[src/design/cmf_pkg.sv]
// shared types, constants and helper functions for the capacitance meter
// no dependencies; used by cmf_div, the top level and the testbench
package cmf_pkg;

    // fixed widths of the datapath and ports
    localparam int DIV_W      = 64;
    localparam int CAP_W      = 26;
    localparam int FREQ_OUT_W = 28;
    localparam int UNIT_W     = 2;
    localparam int GATE_W     = 12;
    localparam int MULT_W     = 24;

    // gate times in milliseconds
    localparam logic [GATE_W-1:0] GATE_RESET = 12'd100;
    localparam logic [GATE_W-1:0] GATE_SLOW  = 12'd3000;
    localparam logic [GATE_W-1:0] GATE_MID   = 12'd500;
    localparam logic [GATE_W-1:0] GATE_FAST  = 12'd300;

    // frequency limits for the gate choice, in hertz
    localparam logic [DIV_W-1:0] FREQ_SLOW_LIMIT = 64'd5;
    localparam logic [DIV_W-1:0] FREQ_MID_LIMIT  = 64'd30;

    // autorange bounds in Q10.16: 0.8 and 800
    localparam logic [DIV_W-1:0] LOW_BOUND  = 64'd52428;
    localparam logic [DIV_W-1:0] HIGH_BOUND = 64'd52428800;

    // saturation limits
    localparam logic [DIV_W-1:0] FREQ_MAX = 64'h0FFF_FFFF;
    localparam logic [DIV_W-1:0] CAP_MAX  = 64'h03FF_FFFF;

    // register reset value, about 295.32 in Q10.16
    localparam logic [CAP_W-1:0] CAP_RESET = 26'd19354091;

    // unit prefix codes
    localparam logic [UNIT_W-1:0] UNIT_PICO  = 2'd0;
    localparam logic [UNIT_W-1:0] UNIT_NANO  = 2'd1;
    localparam logic [UNIT_W-1:0] UNIT_MICRO = 2'd2;

    // sequencer states
    typedef enum logic [2:0] {
        ST_IDLE,
        ST_FLOAD,
        ST_FDIV,
        ST_CLOAD,
        ST_CDIV,
        ST_EMIT
    } state_t;

    // divider status
    typedef struct packed {
        logic busy;
        logic done;
    } div_stat_t;

    // prefix scale applied to the micro value
    function automatic logic [MULT_W-1:0] unit_mult(input logic [UNIT_W-1:0] unit);
        logic [MULT_W-1:0] m;
        unique case (unit)
            UNIT_PICO: m = 24'd1000000;
            UNIT_NANO: m = 24'd1000;
            default:   m = 24'd1;
        endcase
        return m;
    endfunction

endpackage

[src/design/cmf_div.sv]
// shared restoring divider, one quotient bit per cycle
// depends on cmf_pkg for the datapath width and the status struct
module cmf_div (
    input  logic                      aclk,
    input  logic                      aresetn,
    input  logic                      start,
    input  logic [cmf_pkg::DIV_W-1:0] num,
    input  logic [cmf_pkg::DIV_W-1:0] den,
    output logic [cmf_pkg::DIV_W-1:0] quo,
    output cmf_pkg::div_stat_t        stat
);

    localparam int W     = cmf_pkg::DIV_W;
    localparam int CNT_W = $clog2(W + 1);

    logic [W-1:0]     quo_reg, quo_next;
    logic [W-1:0]     rem_reg, rem_next;
    logic [W-1:0]     den_reg;
    logic [CNT_W-1:0] cnt_reg, cnt_next;
    logic             done_reg, done_next;
    logic [W:0]       shifted;
    logic             ge;

    // one shift, compare and subtract step
    always_comb begin
        shifted   = {rem_reg, quo_reg[W-1]};
        ge        = shifted >= {1'b0, den_reg};
        quo_next  = quo_reg;
        rem_next  = rem_reg;
        cnt_next  = cnt_reg;
        done_next = 1'b0;
        if (start) begin
            quo_next = num;
            rem_next = '0;
            cnt_next = CNT_W'(W);
        end else if (cnt_reg != '0) begin
            quo_next  = {quo_reg[W-2:0], ge};
            rem_next  = ge ? W'(shifted - {1'b0, den_reg}) : shifted[W-1:0];
            cnt_next  = cnt_reg - 1'b1;
            done_next = (cnt_reg == CNT_W'(1));
        end
    end

    // control registers
    always_ff @(posedge aclk) begin
        if (!aresetn) begin
            cnt_reg  <= '0;
            done_reg <= 1'b0;
        end else begin
            cnt_reg  <= cnt_next;
            done_reg <= done_next;
        end
    end

    // operand registers
    always_ff @(posedge aclk) begin
        quo_reg <= quo_next;
        rem_reg <= rem_next;
        if (start) begin
            den_reg <= den;
        end
    end

    assign quo       = quo_reg;
    assign stat.busy = (cnt_reg != '0) || done_reg;
    assign stat.done = done_reg;

endmodule

[src/design/cmf_ring.sv]
// frequency history ring with a running sum of all entries
// no dependencies; the width and depth come in as parameters
module cmf_ring #(
    parameter int AVG_DEPTH = 3,
    parameter int ENTRY_W   = 42,
    parameter int SUM_W     = 44
) (
    input  logic               aclk,
    input  logic               aresetn,
    input  logic               wr_en,
    input  logic [ENTRY_W-1:0] wr_data,
    output logic [SUM_W-1:0]   sum
);

    localparam int POS_W = (AVG_DEPTH > 1) ? $clog2(AVG_DEPTH) : 1;

    logic [ENTRY_W-1:0] ring_reg [AVG_DEPTH];
    logic [POS_W-1:0]   pos_reg, pos_next;
    logic [SUM_W-1:0]   sum_reg, sum_next;

    // next position and sum with the oldest entry replaced
    always_comb begin
        pos_next = (pos_reg == POS_W'(AVG_DEPTH - 1)) ? '0 : pos_reg + 1'b1;
        sum_next = sum_reg - SUM_W'(ring_reg[pos_reg]) + SUM_W'(wr_data);
    end

    // ring entries, position and sum
    always_ff @(posedge aclk) begin
        if (!aresetn) begin
            for (int i = 0; i < AVG_DEPTH; i++) begin
                ring_reg[i] <= '0;
            end
            pos_reg <= '0;
            sum_reg <= '0;
        end else if (wr_en) begin
            ring_reg[pos_reg] <= wr_data;
            pos_reg           <= pos_next;
            sum_reg           <= sum_next;
        end
    end

    assign sum = sum_reg;

endmodule

[src/design/capacitance_meter_from_frequency.sv]
// top level of the capacitance meter: sequencer, gate and unit state, output register
// depends on cmf_pkg, cmf_div and cmf_ring
//
// Each input beat carries the oscillator edge count of one gate window. The block
// turns it into a frequency (count * 1000 / gate time), picks the gate time for the
// next window, averages the last AVG_DEPTH frequencies and gives the capacitance
// cap_constant / average in Q10.16, autoranged into (0.8, 800] across pico, nano and
// micro. Windows below 1 Hz give no result and leave all state untouched. All
// arithmetic runs through one 64-step restoring divider: one division for the
// frequency and one to four for the capacitance (the autorange may step down twice
// and back up once), each started from its own load state. An item that gives no
// result ends after its frequency division; the others go on through the
// capacitance divisions and wait while a full output register is not taken.
// The input is not ready while an item is in work; a finished result waits in the
// output register while the next beat is taken. cfg_ready is always high; write the
// register only while the block is idle, since a write takes effect at once.
module capacitance_meter_from_frequency #(
    parameter int AVG_DEPTH  = 3,
    parameter int COUNT_BITS = 24
) (
    input  logic                           aclk,
    input  logic                           aresetn,
    // configuration
    input  logic                           cfg_valid,
    output logic                           cfg_ready,
    input  logic [cmf_pkg::CAP_W-1:0]      cfg_data,
    // input channel
    input  logic                           s_valid,
    output logic                           s_ready,
    input  logic [COUNT_BITS-1:0]          s_edge_count,
    // result channel
    output logic                           m_valid,
    input  logic                           m_ready,
    output logic [cmf_pkg::FREQ_OUT_W-1:0] m_freq_hz,
    output logic [cmf_pkg::CAP_W-1:0]      m_cap_value,
    output logic [cmf_pkg::UNIT_W-1:0]     m_unit_code,
    output logic [cmf_pkg::GATE_W-1:0]     m_next_gate_ms
);

    localparam int DW       = cmf_pkg::DIV_W;
    localparam int SCALED_W = COUNT_BITS + 10;
    localparam int ENTRY_W  = SCALED_W + 8;
    localparam int SUM_W    = ENTRY_W + $clog2(AVG_DEPTH + 1);
    localparam int PROD_W   = cmf_pkg::CAP_W + cmf_pkg::MULT_W;

    cmf_pkg::state_t    state_reg, state_next;
    cmf_pkg::div_stat_t div_stat;

    logic [cmf_pkg::CAP_W-1:0]      cap_const_reg;
    logic [cmf_pkg::GATE_W-1:0]     gate_reg;
    logic [cmf_pkg::UNIT_W-1:0]     unit_state_reg;
    logic [cmf_pkg::UNIT_W-1:0]     u_reg;
    logic                           up_reg;
    logic [SCALED_W-1:0]            scaled_reg;
    logic [cmf_pkg::FREQ_OUT_W-1:0] freq_reg;
    logic [cmf_pkg::CAP_W-1:0]      capv_reg;
    logic                           m_valid_reg;
    logic [cmf_pkg::FREQ_OUT_W-1:0] m_freq_reg;
    logic [cmf_pkg::CAP_W-1:0]      m_cap_reg;
    logic [cmf_pkg::UNIT_W-1:0]     m_unit_reg;
    logic [cmf_pkg::GATE_W-1:0]     m_gate_reg;

    logic [DW-1:0]                  div_num, div_den, div_quo;
    logic                           div_start;
    logic [DW-9:0]                  freq_full;
    logic [cmf_pkg::MULT_W-1:0]     kmul;
    logic [PROD_W-1:0]              cap_prod;
    logic [SUM_W-1:0]               ring_sum;
    logic                           ring_wr;
    logic                           s_fire, cfg_fire, out_free;
    logic                           freq_zero, go_down, go_up, emit_load;

    assign s_fire    = s_valid && s_ready;
    assign cfg_fire  = cfg_valid && cfg_ready;
    assign out_free  = !m_valid_reg || m_ready;
    assign freq_full = div_quo[DW-1:8];
    assign freq_zero = (freq_full == '0);

    // autorange decisions on the divider result
    assign go_down = !up_reg && (div_quo <= cmf_pkg::LOW_BOUND) && (u_reg != cmf_pkg::UNIT_PICO);
    assign go_up   = !go_down && (div_quo > cmf_pkg::HIGH_BOUND) && (u_reg < cmf_pkg::UNIT_MICRO);

    // capacitance numerator: cap_constant * depth * prefix scale, Q.8 for the ring sum
    assign kmul     = cmf_pkg::MULT_W'(AVG_DEPTH) * cmf_pkg::unit_mult(u_reg);
    assign cap_prod = PROD_W'(cap_const_reg) * PROD_W'(kmul);

    // divider operand select
    always_comb begin
        if (state_reg == cmf_pkg::ST_FLOAD) begin
            div_num = DW'({scaled_reg, 8'b0});
            div_den = DW'(gate_reg);
        end else begin
            div_num = DW'({cap_prod, 8'b0});
            div_den = DW'(ring_sum);
        end
    end

    // next state
    always_comb begin
        state_next = state_reg;
        unique case (state_reg)
            cmf_pkg::ST_IDLE: begin
                if (s_fire) state_next = cmf_pkg::ST_FLOAD;
            end
            cmf_pkg::ST_FLOAD: state_next = cmf_pkg::ST_FDIV;
            cmf_pkg::ST_FDIV: begin
                if (div_stat.done) begin
                    state_next = freq_zero ? cmf_pkg::ST_IDLE : cmf_pkg::ST_CLOAD;
                end
            end
            cmf_pkg::ST_CLOAD: state_next = cmf_pkg::ST_CDIV;
            cmf_pkg::ST_CDIV: begin
                if (div_stat.done) begin
                    state_next = (go_down || go_up) ? cmf_pkg::ST_CLOAD : cmf_pkg::ST_EMIT;
                end
            end
            cmf_pkg::ST_EMIT: begin
                if (out_free) state_next = cmf_pkg::ST_IDLE;
            end
            default: state_next = cmf_pkg::ST_IDLE;
        endcase
    end

    // sequencer outputs
    always_comb begin
        s_ready   = 1'b0;
        div_start = 1'b0;
        ring_wr   = 1'b0;
        emit_load = 1'b0;
        unique case (state_reg)
            cmf_pkg::ST_IDLE:  s_ready   = 1'b1;
            cmf_pkg::ST_FLOAD: div_start = 1'b1;
            cmf_pkg::ST_FDIV:  ring_wr   = div_stat.done && !freq_zero;
            cmf_pkg::ST_CLOAD: div_start = 1'b1;
            cmf_pkg::ST_CDIV:  ;
            cmf_pkg::ST_EMIT:  emit_load = out_free;
            default:           ;
        endcase
    end

    // control state
    always_ff @(posedge aclk) begin
        if (!aresetn) begin
            state_reg      <= cmf_pkg::ST_IDLE;
            cap_const_reg  <= cmf_pkg::CAP_RESET;
            gate_reg       <= cmf_pkg::GATE_RESET;
            unit_state_reg <= cmf_pkg::UNIT_MICRO;
            m_valid_reg    <= 1'b0;
        end else begin
            state_reg <= state_next;
            if (cfg_fire) begin
                cap_const_reg <= cfg_data;
            end
            // next gate time from the new frequency
            if (ring_wr) begin
                if (freq_full < cmf_pkg::FREQ_SLOW_LIMIT[DW-9:0]) begin
                    gate_reg <= cmf_pkg::GATE_SLOW;
                end else if (freq_full < cmf_pkg::FREQ_MID_LIMIT[DW-9:0]) begin
                    gate_reg <= cmf_pkg::GATE_MID;
                end else begin
                    gate_reg <= cmf_pkg::GATE_FAST;
                end
            end
            if (emit_load) begin
                unit_state_reg <= u_reg;
                m_valid_reg    <= 1'b1;
            end else if (m_ready) begin
                m_valid_reg <= 1'b0;
            end
        end
    end

    // working data
    always_ff @(posedge aclk) begin
        if (s_fire) begin
            scaled_reg <= SCALED_W'(s_edge_count) * SCALED_W'(1000);
        end
        if (ring_wr) begin
            freq_reg <= (freq_full > cmf_pkg::FREQ_MAX[DW-9:0]) ?
                        cmf_pkg::FREQ_OUT_W'(cmf_pkg::FREQ_MAX) :
                        freq_full[cmf_pkg::FREQ_OUT_W-1:0];
            u_reg    <= unit_state_reg;
            up_reg   <= 1'b0;
        end
        if (state_reg == cmf_pkg::ST_CDIV && div_stat.done) begin
            if (go_down) begin
                u_reg <= u_reg - 1'b1;
            end else if (go_up) begin
                u_reg  <= u_reg + 1'b1;
                up_reg <= 1'b1;
            end else begin
                capv_reg <= (div_quo > cmf_pkg::CAP_MAX) ?
                            cmf_pkg::CAP_W'(cmf_pkg::CAP_MAX) :
                            div_quo[cmf_pkg::CAP_W-1:0];
            end
        end
        if (emit_load) begin
            m_freq_reg <= freq_reg;
            m_cap_reg  <= capv_reg;
            m_unit_reg <= u_reg;
            m_gate_reg <= gate_reg;
        end
    end

    cmf_div u_div (
        .aclk    (aclk),
        .aresetn (aresetn),
        .start   (div_start),
        .num     (div_num),
        .den     (div_den),
        .quo     (div_quo),
        .stat    (div_stat)
    );

    cmf_ring #(
        .AVG_DEPTH (AVG_DEPTH),
        .ENTRY_W   (ENTRY_W),
        .SUM_W     (SUM_W)
    ) u_ring (
        .aclk    (aclk),
        .aresetn (aresetn),
        .wr_en   (ring_wr),
        .wr_data (div_quo[ENTRY_W-1:0]),
        .sum     (ring_sum)
    );

    assign cfg_ready      = 1'b1;
    assign m_valid        = m_valid_reg;
    assign m_freq_hz      = m_freq_reg;
    assign m_cap_value    = m_cap_reg;
    assign m_unit_code    = m_unit_reg;
    assign m_next_gate_ms = m_gate_reg;

    // no new beat while the divider is still working
    a_ready_idle_div: assert property (@(posedge aclk) disable iff (!aresetn)
        s_ready |-> !div_stat.busy)
        else $error("input ready while divider busy");

    // divider finishes only where the sequencer waits for it
    a_done_in_wait: assert property (@(posedge aclk) disable iff (!aresetn)
        div_stat.done |-> (state_reg == cmf_pkg::ST_FDIV || state_reg == cmf_pkg::ST_CDIV))
        else $error("divider done outside a wait state");

    // held prefix never leaves pico..micro
    a_unit_range: assert property (@(posedge aclk) disable iff (!aresetn)
        unit_state_reg <= cmf_pkg::UNIT_MICRO)
        else $error("unit state out of range");

    // gate time is always one of the supported windows
    a_gate_legal: assert property (@(posedge aclk) disable iff (!aresetn)
        gate_reg == cmf_pkg::GATE_RESET || gate_reg == cmf_pkg::GATE_SLOW ||
        gate_reg == cmf_pkg::GATE_MID || gate_reg == cmf_pkg::GATE_FAST)
        else $error("illegal gate time");

    // a fresh result beat carries a non-zero frequency and a chosen next gate
    a_result_sane: assert property (@(posedge aclk) disable iff (!aresetn)
        emit_load |=> m_valid && m_freq_hz != '0 && m_next_gate_ms != cmf_pkg::GATE_RESET)
        else $error("result beat with zero frequency or unchosen gate");

endmodule

[config.mk]
export PLATFORM = sky130hd
export DESIGN_NAME = capacitance_meter_from_frequency
export DESIGN_NICKNAME = d
export VERILOG_FILES = /design/src/design/cmf_pkg.sv /design/src/design/cmf_div.sv /design/src/design/cmf_ring.sv /design/src/design/capacitance_meter_from_frequency.sv
export SDC_FILE = /design/constraint.sdc
export NUM_CORES = 2
export LEC_CHECK = 0
export ABC_AREA = 1
export BUFFER_PORTS_ARGS = -buffer_cell sky130_fd_sc_hd__clkbuf_2
export CAP_MARGIN = 15
export CORE_MARGIN = 1
export CORE_UTILIZATION = 35
export DETAILED_ROUTE_END_ITERATION = 10
export RECOVER_POWER = 100
export SYNTH_ARGS = -nofsm -noshare
export SYNTH_HDL_FRONTEND = slang
export SYNTH_SLANG_ARGS = --single-unit
[constraint.sdc]
create_clock -name aclk -period 18.2 [get_ports aclk]
set_input_delay 1.82 -clock aclk [delete_from_list [all_inputs] [get_ports aclk]]
set_output_delay 1.82 -clock aclk [all_outputs]
set_load 0.02 [all_outputs]
==> run summary <==
Max Freq = 103 MHz
root buffer cell = clkbuf_16
MaxCap Viol Count = 23
share of cells above drive strength 1 = 3.73%
PortBufs = 120
top cells by area, synth = edfxtp_1, fa_1, nand2_1, ha_1, inv_1
Netlist cell types = 56
final setup TNS = 0 ns
final hold vios = 0
# IOs = 126
TritonCTS clock tree = done
Clock transition at path regs = 0.06 ns
Crit Path Max Fanout = 29
commonest non-fill, non-tap cell in the layout = nand2_1
Worst Path Buf+Inv = 7
Reg2Reg Setup Slack = 8.51 ns
vias in the first global route = 41,500
CP startpoint = u_reg[1]$_DFF_P_
WP data arrival = 10.10 ns
area of the multi-input gates = 29,900 um2
post-CTS setup buffers = 0
DP HPWL = 130,000 um
First-pass DRT Iterations = 6
Site Rows = 140
Req. time, crit path = 18.61 ns
cell count along the critical path = 28
max reg flops = 168
Syn Area/Cell = 8.18 um2
CP Capture Type = register
crit path to = u_div.quo[57]$_DFFE_PP_
global-route wire length before repair = 247,000 um
Die Width = 386 um
Via density = 4.91
Core Region = 146,000 um2
most area-hungry cell type in the Yosys netlist = edfxtp_1
clk_skew = 0.0419 ns
startpoint types = register
register bit total from synthesis = 584
Skew-Pair Late Insertion Delay = 0.69 ns
fin crit share = 53.2%
max incr delay on CP = 1.26 ns
r2r worst-path depth = 28
die area = 149,000 um2
Area Growth Syn to Fin = 8.92%
Mapped Area = 51,600 um2
maximum vdd ir drop = 0.0726 mV
drt drc = 0
Placed Instance Area = 54,300 um2
pwr dens = 136 nW/um2
NumNets Final = 7,339
CP max stage cell = clkinv_1
WL/cell = 19.2 um
async set or reset register ratio after synthesis = 0%
Post-CTS Hold Buffers = 0
Routed Antenna Nets = 0
largest net degree at the start of global routing = 69
register area = 15,900 um2
violated checks = capacitance limit, slew limit
commonest cells after routing, fill and taps aside = nand2_1, inv_1, nor2_1, fa_1, edfxtp_1
post-synthesis sequential area ratio = 30.8%
unrepaired setup endpoints after global routing = false
H-Tree Depth = 3
Slew Viols, Final = 968
worst r2r src = u_reg[1]$_DFF_P_
CTS sink cnt = 584
r2r endpoint = u_div.quo[57]$_DFFE_PP_
status = finished with violations
cells after synthesis = 6,310
CTS max path bufs = 3
CP delay by family, top = adder cells
Slew headroom = -159%
post-route cell area = 56,200 um2
Final setup violation count = 0
Worst-Margin Slew = 3.87 ns
Global Route Usage Sum = 21.7%
initial core utilization = 35.3%
number of gates resized after cts = 0
DRT Wirelength = 161,000 um
cts bufs inserted = 69
FILL cells = 15,200
predominant post-synthesis flop cell = edfxtp_1
YS warnings = 0
Iter 0 DRT Violations = 3,078
Die Span Y = 386 um
initial antenna violation count = 3
class of the worst hold path = reg -> reg
Period minus WS final = 9.69 ns
number of flops mapped to enable cells by yosys = 423
total gr overflow = 0
Worst Setup Path Type = reg -> reg
share of the synthesized area in the top cell type = 24.6%
Vias = 41,100
RePlAce Congestion = 0.986
LEAKAGE = 0.0272 uW
## kinds of logic after synthesis
| family | count (synthesis) | synth area share [%] |
|---|---|---|
| flops | 584 | 30.8 |
| fa+ha+maj | 882 | 28.4 |
| xor+xnor | 90 | 1.53 |
| simple gates | 2540 | 20.3 |
| buf+inv | 1470 | 11.0 |
| compound gates | 742 | 7.87 |
| other cells | 2 | 0.0145 |
## final cells by class
cell class,count,share of cell area [%]
Tap cell,1917,4.26
Inverter,1337,8.92
Timing Repair Buffer,151,1.18
Sequential cell,584,28.3
Multi-Input combinational cell,4259,53.2
Clock buffer,91,3.38
Antenna cell,1,0.00445
Clock inverter,36,0.694
## per-stage QoR
stage | utilization (%) | hold slack (ns) | power (uW) | worst slack [ns] | std cells
after floorplan | - | 0.400 | 4910 | 11.32 | 6313
after global placement | 37.1 | 0.402 | 6190 | 9.88 | 8248
after detailed placement | 37.1 | 0.405 | 6220 | 9.89 | 8248
after CTS | 38.7 | 0.400 | 7660 | 9.83 | 8375
after global routing | 38.5 | 0.405 | 8280 | 8.01 | 8375
final | 38.5 | 0.401 | 7630 | 8.51 | 8376
## power breakdown
| group | internal [uW] | switching (uW) |
|---|---|---|
| Sequential | 1810 | 232 |
| Combinational | 1320 | 2850 |
| Clock | 816 | 604 |
| Total | 3950 | 3680 |
## cell usage after synthesis (18+ instances only)
| master | number |
|---|---|
| nand4_1 | 48 |
| xnor2_1 | 53 |
| nand2_2 | 25 |
| a22oi_1 | 23 |
| fa_1 | 481 |
| dfxtp_1 | 161 |
| ha_1 | 401 |
| nand3_1 | 240 |
| nand3b_1 | 55 |
| xor2_1 | 37 |
| buf_2 | 27 |
| nor3_1 | 45 |
| clkbuf_1 | 80 |
| inv_2 | 18 |
| edfxtp_1 | 423 |
| o22ai_1 | 43 |
| o21bai_1 | 27 |
| nand2_1 | 1390 |
| nor2_1 | 686 |
| a21oi_1 | 276 |
| o21ai_0 | 303 |
| inv_1 | 1311 |
## per-layer routing
metal / wire (um) / track usage, % / part of all wire [%] / vias to the layer above
met1: 71900 / 29.6 / 45 / 19800
met3: 8600 / 2.53 / 5.4 / 211
met5: 0 / 0 / 0 / -
met2: 76000 / 36.6 / 47 / 1188
li1: - / - / - / 19900
met4: 4210 / 5.49 / 2.6 / 0
## worst reg2reg max path: cells and delay by family, from the launching register on
kind | cells | cell delay (ns)
fa+ha+maj | 9 | 3.96
compound gates | 3 | 0.98
simple gates | 9 | 1.37
buf+inv | 7 | 2.79
flops | 1 | 0.33
## worst min path at each step
stage,start,endpoint,slack [ns],cells after the start
floorplan,capv_reg[0]$_SDFFCE_PN1P_,m_cap_value[0]$_DFFE_PP_,0.40,0
global route,capv_reg[21]$_SDFFCE_PN1P_,m_cap_value[21]$_DFFE_PP_,0.41,0
finish,capv_reg[21]$_SDFFCE_PN1P_,m_cap_value[21]$_DFFE_PP_,0.40,0
global placement,capv_reg[0]$_SDFFCE_PN1P_,m_cap_value[0]$_DFFE_PP_,0.40,0
detailed placement,freq_reg[18]$_SDFFCE_PN1P_,m_freq_hz[18]$_DFFE_PP_,0.40,0
CTS,capv_reg[21]$_SDFFCE_PN1P_,m_cap_value[21]$_DFFE_PP_,0.40,0
(Power assumes the default switching activity.)
